[config.mk]
export PLATFORM = sky130hd
export DESIGN_NAME = best_fit_two_key_store
export DESIGN_NICKNAME = d
export VERILOG_FILES = /design/src/hw/rtl/bfks_pkg.sv /design/src/hw/rtl/bfks_ram.sv /design/src/hw/rtl/bfks_engine.sv /design/src/hw/rtl/best_fit_two_key_store.sv
export VERILOG_INCLUDE_DIRS = /design/src /design/src/hw/rtl
export SDC_FILE = /design/constraint.sdc
export NUM_CORES = 2
export LEC_CHECK = 0
export BUFFER_PORTS_ARGS = -buffer_cell sky130_fd_sc_hd__buf_2
export CAP_MARGIN = 20
export CORE_UTILIZATION = 30
export CTS_CLUSTER_SIZE = 16
export DETAILED_ROUTE_END_ITERATION = 10
export GPL_ROUTABILITY_DRIVEN = 0
export PLACE_DENSITY = 0.42
export SLEW_MARGIN = 10
export SYNTH_ARGS = -nofsm -noshare
export SYNTH_HDL_FRONTEND = slang
export SYNTH_HIERARCHICAL = 1
export SYNTH_MEMORY_MAX_BITS = 65536
export SYNTH_SLANG_ARGS = --single-unit
[constraint.sdc]
create_clock -name clk -period 10.4 [get_ports clk]
set_input_delay 0 -clock clk [delete_from_list [all_inputs] [get_ports clk]]
set_output_delay 0 -clock clk [all_outputs]
set_load 0.02 [all_outputs]
[src/hw/rtl/best_fit_two_key_store_defines.svh]
// Assertion macros shared by the best-fit two-key store RTL.
`ifndef BEST_FIT_TWO_KEY_STORE_DEFINES_SVH
`define BEST_FIT_TWO_KEY_STORE_DEFINES_SVH

`ifndef SYNTH
`define BFKS_ASSERT_IMP(name, clk, rst_n, ante, cons, msg) \
    name: assert property (@(posedge clk) disable iff (!rst_n) (ante) |-> (cons)) \
        else $error(msg);
`define BFKS_ASSERT_NXT(name, clk, rst_n, ante, cons, msg) \
    name: assert property (@(posedge clk) disable iff (!rst_n) (ante) |=> (cons)) \
        else $error(msg);
`else
`define BFKS_ASSERT_IMP(name, clk, rst_n, ante, cons, msg)
`define BFKS_ASSERT_NXT(name, clk, rst_n, ante, cons, msg)
`endif

`endif

[src/hw/rtl/bfks_pkg.sv]
// Types, codes and default sizes of the best-fit two-key store.
package bfks_pkg;

    localparam int DEF_CAPACITY  = 64;
    localparam int DEF_KEY_WIDTH = 16;
    localparam int ID_WIDTH      = 32;
    localparam int FIELD_WIDTH   = 16;

    localparam logic [1:0] KIND_ADD       = 2'd0;
    localparam logic [1:0] KIND_BY_WEIGHT = 2'd1;
    localparam logic [1:0] KIND_BY_VOLUME = 2'd2;

    localparam logic [1:0] ST_OK   = 2'd0;
    localparam logic [1:0] ST_NONE = 2'd1;
    localparam logic [1:0] ST_FULL = 2'd2;

    typedef struct packed {
        logic [1:0]             kind;
        logic [FIELD_WIDTH-1:0] weight;
        logic [FIELD_WIDTH-1:0] volume;
        logic [FIELD_WIDTH-1:0] threshold;
    } bfks_in_t;

    typedef struct packed {
        logic [1:0]          status;
        logic [ID_WIDTH-1:0] item_id;
    } bfks_out_t;

endpackage

[src/hw/rtl/bfks_ram.sv]
// Single-port-write, single-port-read synchronous RAM with registered read data.
module bfks_ram #(
    parameter int DEPTH = 64,
    parameter int WIDTH = 65
) (
    input  logic                     clk,
    input  logic                     wr_en,
    input  logic [$clog2(DEPTH)-1:0] wr_addr,
    input  logic [WIDTH-1:0]         wr_data,
    input  logic                     rd_en,
    input  logic [$clog2(DEPTH)-1:0] rd_addr,
    output logic [WIDTH-1:0]         rd_data
);

    logic [WIDTH-1:0] mem [DEPTH];

    always_ff @(posedge clk)
    begin
        if (wr_en)
        begin
            mem[wr_addr] <= wr_data;
        end
    end

    always_ff @(posedge clk)
    begin
        if (rd_en)
        begin
            rd_data <= mem[rd_addr];
        end
    end

endmodule

[src/hw/rtl/bfks_engine.sv]
// Scan engine: clears the table, scans it per beat and writes back the chosen entry.
`include "best_fit_two_key_store_defines.svh"

module bfks_engine #(
    parameter int CAPACITY  = bfks_pkg::DEF_CAPACITY,
    parameter int KEY_WIDTH = bfks_pkg::DEF_KEY_WIDTH,
    parameter int WORD_W    = 1 + 2 * KEY_WIDTH + bfks_pkg::ID_WIDTH
) (
    input  logic                        clk,
    input  logic                        rst_n,
    input  logic                        req_valid,
    output logic                        req_ready,
    input  bfks_pkg::bfks_in_t          req,
    output logic                        res_valid,
    input  logic                        res_ready,
    output bfks_pkg::bfks_out_t         res,
    output logic                        wr_en,
    output logic [$clog2(CAPACITY)-1:0] wr_addr,
    output logic [WORD_W-1:0]           wr_data,
    output logic                        rd_en,
    output logic [$clog2(CAPACITY)-1:0] rd_addr,
    input  logic [WORD_W-1:0]           rd_data
);

    import bfks_pkg::*;

    localparam int AW = $clog2(CAPACITY);
    localparam int CW = $clog2(CAPACITY + 1);
    localparam int KW = KEY_WIDTH;
    localparam logic [CW-1:0] CNT_END  = CW'(CAPACITY);
    localparam logic [CW-1:0] CNT_LAST = CW'(CAPACITY - 1);
    localparam logic [AW-1:0] IDX_LAST = AW'(CAPACITY - 1);

    typedef enum logic [2:0] {
        S_CLEAR,
        S_IDLE,
        S_SCAN,
        S_COMMIT,
        S_RESPOND
    } state_t;

    state_t              state_reg,    state_next;
    logic [CW-1:0]       cnt_reg,      cnt_next;
    logic                pend_reg,     pend_next;
    logic [AW-1:0]       pend_idx_reg, pend_idx_next;
    logic [1:0]          kind_reg,     kind_next;
    logic [KW-1:0]       wkey_reg,     wkey_next;
    logic [KW-1:0]       vkey_reg,     vkey_next;
    logic [KW-1:0]       thr_reg,      thr_next;
    logic                found_reg,    found_next;
    logic [AW-1:0]       best_idx_reg, best_idx_next;
    logic [KW-1:0]       best_key_reg, best_key_next;
    logic [ID_WIDTH-1:0] best_id_reg,  best_id_next;
    logic [ID_WIDTH-1:0] id_cnt_reg,   id_cnt_next;
    bfks_out_t           res_reg,      res_next;

    logic [31:0]         w_ext;
    logic [31:0]         v_ext;
    logic [31:0]         t_ext;
    logic                r_valid;
    logic [KW-1:0]       r_weight;
    logic [KW-1:0]       r_volume;
    logic [ID_WIDTH-1:0] r_id;
    logic [KW-1:0]       r_key;

    assign w_ext = {16'd0, req.weight};
    assign v_ext = {16'd0, req.volume};
    assign t_ext = {16'd0, req.threshold};

    assign r_valid  = rd_data[WORD_W-1];
    assign r_weight = rd_data[WORD_W-2 -: KW];
    assign r_volume = rd_data[WORD_W-2-KW -: KW];
    assign r_id     = rd_data[ID_WIDTH-1:0];
    assign r_key    = (kind_reg == KIND_BY_VOLUME) ? r_volume : r_weight;

    assign req_ready = (state_reg == S_IDLE);
    assign res_valid = (state_reg == S_RESPOND);
    assign res       = res_reg;

    always_comb
    begin
        state_next    = state_reg;
        cnt_next      = cnt_reg;
        pend_next     = 1'b0;
        pend_idx_next = cnt_reg[AW-1:0];
        kind_next     = kind_reg;
        wkey_next     = wkey_reg;
        vkey_next     = vkey_reg;
        thr_next      = thr_reg;
        found_next    = found_reg;
        best_idx_next = best_idx_reg;
        best_key_next = best_key_reg;
        best_id_next  = best_id_reg;
        id_cnt_next   = id_cnt_reg;
        res_next      = res_reg;
        wr_en         = 1'b0;
        wr_addr       = cnt_reg[AW-1:0];
        wr_data       = '0;
        rd_en         = 1'b0;
        rd_addr       = cnt_reg[AW-1:0];

        unique case (state_reg)
            S_CLEAR:
            begin
                wr_en = 1'b1;
                if (cnt_reg == CNT_LAST)
                begin
                    cnt_next   = '0;
                    state_next = S_IDLE;
                end
                else
                begin
                    cnt_next = cnt_reg + 1'b1;
                end
            end

            S_IDLE:
            begin
                if (req_valid)
                begin
                    kind_next  = req.kind;
                    wkey_next  = w_ext[KW-1:0];
                    vkey_next  = v_ext[KW-1:0];
                    thr_next   = t_ext[KW-1:0];
                    found_next = 1'b0;
                    cnt_next   = '0;
                    case (req.kind) inside
                        KIND_ADD, KIND_BY_WEIGHT, KIND_BY_VOLUME:
                        begin
                            state_next = S_SCAN;
                        end
                        default:
                        begin
                            res_next   = '{status: ST_NONE, item_id: '0};
                            state_next = S_RESPOND;
                        end
                    endcase
                end
            end

            S_SCAN:
            begin
                if (cnt_reg != CNT_END)
                begin
                    rd_en     = 1'b1;
                    pend_next = 1'b1;
                    cnt_next  = cnt_reg + 1'b1;
                end
                if (pend_reg)
                begin
                    if (kind_reg == KIND_ADD)
                    begin
                        if (!r_valid && !found_reg)
                        begin
                            found_next    = 1'b1;
                            best_idx_next = pend_idx_reg;
                        end
                    end
                    else if (r_valid && (r_key >= thr_reg) &&
                             (!found_reg || (r_key < best_key_reg) ||
                              ((r_key == best_key_reg) && (r_id > best_id_reg))))
                    begin
                        found_next    = 1'b1;
                        best_idx_next = pend_idx_reg;
                        best_key_next = r_key;
                        best_id_next  = r_id;
                    end
                    if (pend_idx_reg == IDX_LAST)
                    begin
                        state_next = S_COMMIT;
                    end
                end
            end

            S_COMMIT:
            begin
                wr_addr    = best_idx_reg;
                state_next = S_RESPOND;
                if (kind_reg == KIND_ADD)
                begin
                    if (found_reg && (id_cnt_reg != {ID_WIDTH{1'b1}}))
                    begin
                        wr_en       = 1'b1;
                        wr_data     = {1'b1, wkey_reg, vkey_reg, id_cnt_reg};
                        res_next    = '{status: ST_OK, item_id: id_cnt_reg};
                        id_cnt_next = id_cnt_reg + 1'b1;
                    end
                    else
                    begin
                        res_next = '{status: ST_FULL, item_id: '0};
                    end
                end
                else if (found_reg)
                begin
                    wr_en    = 1'b1;
                    res_next = '{status: ST_OK, item_id: best_id_reg};
                end
                else
                begin
                    res_next = '{status: ST_NONE, item_id: '0};
                end
            end

            S_RESPOND:
            begin
                if (res_ready)
                begin
                    state_next = S_IDLE;
                end
            end

            default:
            begin
                state_next = S_IDLE;
            end
        endcase
    end

    always_ff @(posedge clk or negedge rst_n)
    begin
        if (!rst_n)
        begin
            state_reg    <= S_CLEAR;
            cnt_reg      <= '0;
            pend_reg     <= 1'b0;
            pend_idx_reg <= '0;
            kind_reg     <= KIND_ADD;
            wkey_reg     <= '0;
            vkey_reg     <= '0;
            thr_reg      <= '0;
            found_reg    <= 1'b0;
            best_idx_reg <= '0;
            best_key_reg <= '0;
            best_id_reg  <= '0;
            id_cnt_reg   <= '0;
            res_reg      <= '0;
        end
        else
        begin
            state_reg    <= state_next;
            cnt_reg      <= cnt_next;
            pend_reg     <= pend_next;
            pend_idx_reg <= pend_idx_next;
            kind_reg     <= kind_next;
            wkey_reg     <= wkey_next;
            vkey_reg     <= vkey_next;
            thr_reg      <= thr_next;
            found_reg    <= found_next;
            best_idx_reg <= best_idx_next;
            best_key_reg <= best_key_next;
            best_id_reg  <= best_id_next;
            id_cnt_reg   <= id_cnt_next;
            res_reg      <= res_next;
        end
    end

    `BFKS_ASSERT_IMP(a_no_write_in_scan, clk, rst_n, state_reg == S_SCAN, !wr_en, "table written during a scan")
    `BFKS_ASSERT_IMP(a_id_step_on_commit, clk, rst_n, id_cnt_reg != $past(id_cnt_reg), ($past(state_reg) == S_COMMIT) && (id_cnt_reg == $past(id_cnt_reg) + 1'b1), "id counter moved outside an add commit")
    `BFKS_ASSERT_NXT(a_scan_ends_in_commit, clk, rst_n, (state_reg == S_SCAN) && pend_reg && (pend_idx_reg == IDX_LAST), state_reg == S_COMMIT, "scan did not end in a commit")

endmodule

[src/hw/rtl/best_fit_two_key_store.sv]
// Best-fit two-key store: a table of items taken out by smallest fitting weight or volume.
//
// Request channel (req_valid, req_ready, req): one beat per operation. kind selects an add
// of (weight, volume), a best-fit take by weight or one by volume against threshold.
// Response channel (rsp_valid, rsp_ready, rsp): exactly one beat per request, in order,
// with status and item_id; item_id is zero whenever status is not ok.
// Each add or take reads every table entry once through the one read port of the table RAM,
// then writes back the new or removed entry, if there is one. A new request is accepted only
// after the previous response has left the engine. An unknown kind skips the scan and is
// answered with status none.
// The response sits in an output register, so a stalled receiver does not block the next
// request; the engine holds a finished result until that register frees up.
// After reset the table RAM is cleared one entry per cycle, every entry in turn, with req_ready
// low; the id counter starts at zero.
module best_fit_two_key_store #(
    parameter int CAPACITY  = bfks_pkg::DEF_CAPACITY,
    parameter int KEY_WIDTH = bfks_pkg::DEF_KEY_WIDTH
) (
    input  logic                clk,
    input  logic                rst_n,
    input  logic                req_valid,
    output logic                req_ready,
    input  bfks_pkg::bfks_in_t  req,
    output logic                rsp_valid,
    input  logic                rsp_ready,
    output bfks_pkg::bfks_out_t rsp
);

    import bfks_pkg::*;

    localparam int AW     = $clog2(CAPACITY);
    localparam int WORD_W = 1 + 2 * KEY_WIDTH + ID_WIDTH;

    logic              wr_en;
    logic [AW-1:0]     wr_addr;
    logic [WORD_W-1:0] wr_data;
    logic              rd_en;
    logic [AW-1:0]     rd_addr;
    logic [WORD_W-1:0] rd_data;
    logic              eng_valid;
    logic              eng_ready;
    bfks_out_t         eng_res;
    logic              rsp_valid_reg;
    bfks_out_t         rsp_reg;

    bfks_ram #(
        .DEPTH (CAPACITY),
        .WIDTH (WORD_W)
    ) u_ram (
        .clk     (clk),
        .wr_en   (wr_en),
        .wr_addr (wr_addr),
        .wr_data (wr_data),
        .rd_en   (rd_en),
        .rd_addr (rd_addr),
        .rd_data (rd_data)
    );

    bfks_engine #(
        .CAPACITY  (CAPACITY),
        .KEY_WIDTH (KEY_WIDTH),
        .WORD_W    (WORD_W)
    ) u_engine (
        .clk       (clk),
        .rst_n     (rst_n),
        .req_valid (req_valid),
        .req_ready (req_ready),
        .req       (req),
        .res_valid (eng_valid),
        .res_ready (eng_ready),
        .res       (eng_res),
        .wr_en     (wr_en),
        .wr_addr   (wr_addr),
        .wr_data   (wr_data),
        .rd_en     (rd_en),
        .rd_addr   (rd_addr),
        .rd_data   (rd_data)
    );

    assign eng_ready = !rsp_valid_reg || rsp_ready;
    assign rsp_valid = rsp_valid_reg;
    assign rsp       = rsp_reg;

    always_ff @(posedge clk or negedge rst_n)
    begin
        if (!rst_n)
        begin
            rsp_valid_reg <= 1'b0;
        end
        else if (eng_valid && eng_ready)
        begin
            rsp_valid_reg <= 1'b1;
        end
        else if (rsp_ready)
        begin
            rsp_valid_reg <= 1'b0;
        end
    end

    always_ff @(posedge clk)
    begin
        if (eng_valid && eng_ready)
        begin
            rsp_reg <= eng_res;
        end
    end

    `BFKS_ASSERT_IMP(a_zero_id_on_error, clk, rst_n, rsp_valid && (rsp.status != ST_OK), rsp.item_id == '0, "error response carries a nonzero id")
    `BFKS_ASSERT_NXT(a_engine_holds_result, clk, rst_n, eng_valid && !eng_ready, eng_valid && (eng_res == $past(eng_res)), "engine dropped a stalled result")

endmodule
### Word-level counts from Yosys, hierarchy flattened

Memory sizes are Yosys's and may differ from the RTL's. A register that Yosys moved wholly into a read port is not among the register bits.
Cells that the tools add are included.

| storage, ports and cells | value |
|---|---|
| register bits | 223 |
| latch bits | 0 |
| memory bits (writable) | 4160 |
| bits in read-only memories | 0 |
| input port bits | 54 |
| output and inout port bits | 36 |
| word-level logic and storage cells | 117 |
| memories kept | 1 |

Memories:

| name | depth | bits a word | read ports | clocked after Yosys merged registers in | wr ports | RTL line | source |
|---|---|---|---|---|---|---|---|
| u_ram.mem | 64 | 65 | 1 | 1 | 1 | bfks_ram.sv:15 | `logic [WIDTH-1:0] mem [DEPTH];` |

| cells by class | value |
|---|---|
| add/sub/neg operators | 2 |
| $mul | 0 |
| divide/modulo/power cells | 0 |
| magnitude comparators | 3 |
| equal/unequal tests | 22 |
| shift-type cells | 0 |
| mux-type cells | 41 |
| bitwise gates (word level) | 1 |
| reduce and logical (&&, ||, !) cells | 29 |

Operator list:

| cell | number |
|---|---|
| two-way mux 65 bit | 3 |
| two-way mux 34 bit | 4 |
| one-hot mux 34 bit (2 select lines) | 1 |
| two-way mux 33 bit | 1 |
| adder 32 x 1 -> 32 bit (second input constant) | 1 |
| > comparator 32 bit | 1 |
| inequality test 32 bit (second input constant) | 1 |
| two-way mux 6 bit | 4 |
| two-way mux 7 bit | 3 |
| one-hot mux 7 bit (3 select lines) | 1 |
| two-way mux 3 bit | 6 |
| equality test 16 bit | 1 |
| greater-or-equal comparator 16 bit | 1 |
| < comparator 16 bit | 1 |
| two-way mux 16 bit | 1 |
| one-hot mux 3 bit (5 select lines) | 1 |
| two-way mux 1 bit | 14 |
| inequality test 2 x 1 -> 1 bit (second input constant) | 5 |
| AND reduction 5 bit | 2 |
| AND reduction 3 bit | 3 |
| AND reduction 4 bit | 2 |
| nonzero test 2 bit | 4 |
| adder 7 x 1 -> 7 bit (second input constant) | 1 |
| equality test 7 x 6 -> 1 bit (second input constant) | 1 |
| other kinds (20) | 35 |

### Logic depth before layout (Yosys ltp)

| depth | value |
|---|---|
| depth after elaboration | 10 |
| gate-level depth with buffers | 14 |
| depth with buffers taken out | 11 |

### Modules after synthesis

Netlist, hierarchy kept.

By module, submodules not included:

| module | instances | cells each | area an instance (µm²) | sequential area each (µm²) |
|---|---|---|---|---|
| bfks_ram | 1 | 6606 | 158981.2 | 126871.7 |
| bfks_engine | 1 | 893 | 9854.5 | 4704.5 |
| best_fit_two_key_store | 1 | 38 | 1074.8 | 1046.0 |

### Worst setup path before layout

OpenSTA, ideal clock, no wires.

| timing path | value |
|---|---|
| kind | flip-flop to flip-flop |
| start | register u_engine.id_cnt_reg[18] |
| end | memory u_ram.mem[48][0] (enable) |
| setup time | 0.568 ns |
| data arrival time | 6.352 ns |
| required time | 9.832 ns |
| path slack | 3.481 ns |
| stages on the path, launching flop included | 11 |
| path buffers | 1 |
| period minus slack after synthesis | 6.919 ns |
| cells stage by stage | dfrtp_1 -> and4_1 -> and3_1 -> clkbuf_1 -> and4_1 -> nand2_1 -> nor2_1 -> o22a_1 -> nor2_1 -> nand4b_1 -> nor3_1 |

| on the way | value |
|---|---|
| longest elaborated chain between the ends | 7 |

RTL lines:

| what | RTL line | source |
|---|---|---|
| start: declaration | bfks_engine.sv:54 | `logic [ID_WIDTH-1:0] id_cnt_reg, id_cnt_next;` |
| start signal: assignment | bfks_engine.sv:252 | `id_cnt_reg <= id_cnt_next;` |
| inequality test 32 bit | bfks_engine.sv:181 | `if (found_reg && (id_cnt_reg != {ID_WIDTH{1'b1}}))` |
| logical AND 1 bit | bfks_engine.sv:181 |  |
| two-way mux 1 bit | bfks_engine.sv:181 |  |
| two-way mux 1 bit | bfks_engine.sv:179 | `if (kind_reg == KIND_ADD)` |
| one-hot mux 1 bit (2 select lines) | bfks_engine.sv:102 | `unique case (state_reg)` |
| named net wr_en | best_fit_two_key_store.sv:34 | `logic wr_en;` |
| two-way mux 1 bit | bfks_ram.sv:19 | `if (wr_en)` |
| two-way mux 1 bit (not written as such) | bfks_ram.sv:21 | `mem[wr_addr] <= wr_data;` |
| end: declaration | bfks_ram.sv:15 |  |

The timed path passes the listed nets, and every way through them passes these cells.

### Final worst setup path

| timing path | value |
|---|---|
| start | register u_engine.id_cnt_reg[18] |
| end | memory u_ram.mem[22][14] (enable) |

The elaborated chain is that of the path after synthesis.

==> summary.txt <==
Outcome
  – Outcome: finished, final reports clean

Clock network
  – Insertion delay to the later sink of the worst-skew pair: about 1100 ps
  – Longest Clk Path Bufs: 4
  – Buffer type at the clock tree root: sky130_fd_sc_hd__clkbuf_16
  – H-tree lvl count: 5
  – Clock buffers created by TritonCTS: between 400 and 500
  – Number of post-CTS setup repair buffers: 0
  – Quantity of gates resized following cts: 0
  – CTS clock-pin slew for the worst setup and hold paths: around 60 ps
  – Clock tree from TritonCTS: built
  – Number of sinks on the clock net: around 4.4k

Finish
  – Core occupancy in the finished layout: 0.3492
  – Most flops, register: u_ram/mem
  – Flip-flop count of the largest register after layout: about 4.2k
  – Area growth from synthesis to layout: 16.04%
  – Largest registers: u_ram/mem x4160, u_ram/rd_data x65
  – Number of standard cells in the layout, taps in and fillers out: 16.01k
  – Nets: just over 8k
  – Post-route cell area: 197200 sq um
  – Layout cells sized above 1: 0.2771
  – Most common cell after layout, fill and taps aside: sky130_fd_sc_hd__edfxtp_1
  – Commonest non-fill, non-tap cells in the layout: 4259 x sky130_fd_sc_hd__edfxtp_1, 1040 x sky130_fd_sc_hd__mux4_2, 474 x sky130_fd_sc_hd__clkbuf_16, 276 x sky130_fd_sc_hd__buf_4, 261 x sky130_fd_sc_hd__a22oi_1

Floorplanning
  – Die Span X: between 700 and 800 um
  – Die outline height: ~750 um
  – Core footprint: between 500000 and 600000 sq um
  – Initial standard-cell utilization of the core: 0.3009
  – Ports: 90
  – Full die area: roughly 570000 sq um
  – Count of standard-cell rows: about 280

Synthesis
  – Asr flop ratio synth: 0.04249
  – Cell Area, Synth: around 170000 sq um
  – Post-synthesis instance total: ~7.5k
  – Biggest area contributors in the synthesized netlist: sky130_fd_sc_hd__edfxtp_1 75%, sky130_fd_sc_hd__mux4_2 14%, sky130_fd_sc_hd__dfrtp_1 2.8%
  – Seq/Total Area, Yosys: 0.7805
  – Library cells used by synthesis: 60
  – Synth top area share: 0.7527
  – Number of enable flip-flop cells after synthesis: around 4.3k
  – Mean instance size in the synthesized netlist: about 23 sq um
  – Top cell type by total area after synthesis: sky130_fd_sc_hd__edfxtp_1
  – Synth Warn #: 6
  – Commonest register cell after synthesis: sky130_fd_sc_hd__edfxtp_1
  – Post-synthesis net count: approximately 7.7k
  – Total of flip-flops plus latches after synthesis: approximately 4.4k

Detailed routing
  – TritonRoute pass-1 iters: 6
  – Wire length per cell after detailed routing: between 30 and 40 um
  – Number of nets still failing antenna checks after routing: 0
  – Total via count after detailed routing: 83.36k
  – DRC violations left: 0
  – Number of vias per cell: between 5 and 6
  – Number of DRC markers after the initial detailed-route iteration: ~9.1k
  – Final Routed Wirelength: between 500 and 600 mm

Setup path
  – Startpoint class of the critical path: register
  – Setup CP Type: reg2reg
  – Crit path buffers/inverters: 1
  – Worst flop-to-flop path startpoint: u_engine/id_cnt_reg[18]
  – Crit path capture type: register
  – Top fanout value on the critical path: 29
  – Critical path data required time: between 10000 and 15000 ps
  – Delay of the slowest cell on the worst path: around 1100 ps
  – Worst-path cell with the longest stage delay: sky130_fd_sc_hd__nor2_4
  – Critical path origin: u_engine/id_cnt_reg[18]
  – Endpoint arrival time on the critical path: about 6700 ps
  – Cell family contributing the most delay on the critical path: simple AND/OR/NAND/NOR gates
  – Series of cell instances along the critical path: and4_1, and3_1, and4_1, nand2_1, nor2_1, o22a_1, nor2_1, nor2b_1, nand3_1, nor2_4, buf_4

Timing
  – Min Tclk post-route: between 6000 and 7000 ps
  – WHS: between 150 and 200 ps
  – Final count of hold timing violations: 0
  – Fmax: approximately 170 MHz
  – Setup TNS: 0 ps
  – Setup slack of the critical path after layout: 4396 ps
  – Count of final max-slew check failures: 0
  – Worst slew margin relative to its limit: 0.1339
  – Final setup viols: 0
  – Final worst clock skew: ~90 ps
  – Setup repair after global routing missed its margin: false
  – Post-route clock period utilization: 0.5774
  – Actual transition at the worst max-transition pin: around 1300 ps

Flow run
  – Count of max-cap constraint violations: 0

Place
  – Worst slack at placement: about 4500 ps
  – Post-place instance area: roughly 180000 sq um
  – Number of instances in the placed design: ~15k
  – Estimated wirelength of the detail-placed design: around 320 mm
  – Port Buf Inserts: 89

Hold path
  – Hold WC Path Type: in2async

Global route
  – Via count of the first global-routing pass: ~86k
  – Pin count of the biggest net entering global routing: around 110
  – Overall Global Routing Usage: 0.1899
  – Final global-route overflow total: 0
  – First-pass GRT wire length: 749.6 mm
  – Number of antenna violations at the first check in global routing: 44

Pwr
  – Leakage Power: between 50 and 60 nW
  – Overall power of the completed layout: roughly 48 mW
  – Power density normalized to cell area: ~240 nW/um^2
  – Worst IR drop on VDD: 0.2075 mV
## routing by layer
| layer | vias to the layer above | track usage | part of all wire |
|---|---|---|---|
| met1 | 46920 | 0.2671 | 0.44 |
| met4 | 4 | 0.03917 | 0.022 |
| met5 | - | 0 | 0.000047 |
| met3 | 602 | 0.02173 | 0.050 |
| met2 | 2589 | 0.3188 | 0.49 |
| li1 | 33240 | - | - |
## final cells by class
type                       count  area, sq um
fill                       52250       367400
sequential                  4448       132600
multi-input combinational   2571        35490
clock buffer                 590        12460
tap                         7506         9392
timing repair buffer         498         4071
clock inverter               285         2708
inverter                     101        379.1
antenna                       15        37.54
## where the power goes
part	internal (mW)	switching [mW]
clock	9.54	7.14
sequential	20.5	0.436
combinational	3.76	6.35
total	33.8	13.9
## worst paths after layout
| path | to | slack (ps) | cells past startpoint |
|---|---|---|---|
| min reg2reg | rsp[24] | 460 | 0 |
| max | u_ram/mem[22][14] | 4400 | 11 |
| max in group asynchronous | u_engine/wkey_reg[2] | 8590 | 5 |
| min in group clk | u_engine/thr_reg[8] | 280 | 5 |
| max reg2reg | u_ram/mem[22][14] | 4400 | 11 |
| min | u_engine/res[27] | 160 | 4 |
## kinds of logic (layout without fill, tap and decap cells)
group	after synthesis	in the layout	synth area share
and+or+nand+nor	522	522	0.01587
buffers and inverters	518	1474	0.01482
DFF	4448	4448	0.7805
other	0	15	0
xor gates and xnor gates	31	31	0.001598
adders and majority gates	67	67	0.004934
muxes	1255	1255	0.1517
AOI/OAI and AO/OA	696	696	0.03049
## synthesized netlist by cell type (55+ instances only)
| cell type | count |
|---|---|
| sky130_fd_sc_hd__edfxtp_1 | 4259 |
| sky130_fd_sc_hd__ha_1 | 67 |
| sky130_fd_sc_hd__inv_1 | 101 |
| sky130_fd_sc_hd__a22oi_1 | 261 |
| sky130_fd_sc_hd__dfrtp_1 | 189 |
| sky130_fd_sc_hd__mux4_2 | 1040 |
| sky130_fd_sc_hd__a211oi_1 | 70 |
| sky130_fd_sc_hd__mux2_2 | 91 |
| sky130_fd_sc_hd__o211a_1 | 65 |
| sky130_fd_sc_hd__buf_2 | 192 |
| sky130_fd_sc_hd__clkbuf_1 | 140 |
| sky130_fd_sc_hd__nand2_1 | 55 |
| sky130_fd_sc_hd__o22ai_1 | 132 |
| sky130_fd_sc_hd__nor2_1 | 131 |
| sky130_fd_sc_hd__nand3_1 | 140 |
| sky130_fd_sc_hd__mux2i_1 | 105 |
| sky130_fd_sc_hd__and2_1 | 71 |
## worst min-delay path: stages
cell	delay, ps
sky130_fd_sc_hd__dlygate4sd3_1	520
sky130_fd_sc_hd__dlygate4sd3_1	580
sky130_fd_sc_hd__buf_8	160
sky130_fd_sc_hd__buf_16	370
## what timing repair did
item | 4_1_cts | 5_1_grt
hold endpoints to repair | 196 | 0
setup endpoints to repair | 0 | 0
hold buffers | 113 | 0
No activity file was read; power rests on OpenSTA's default activity.
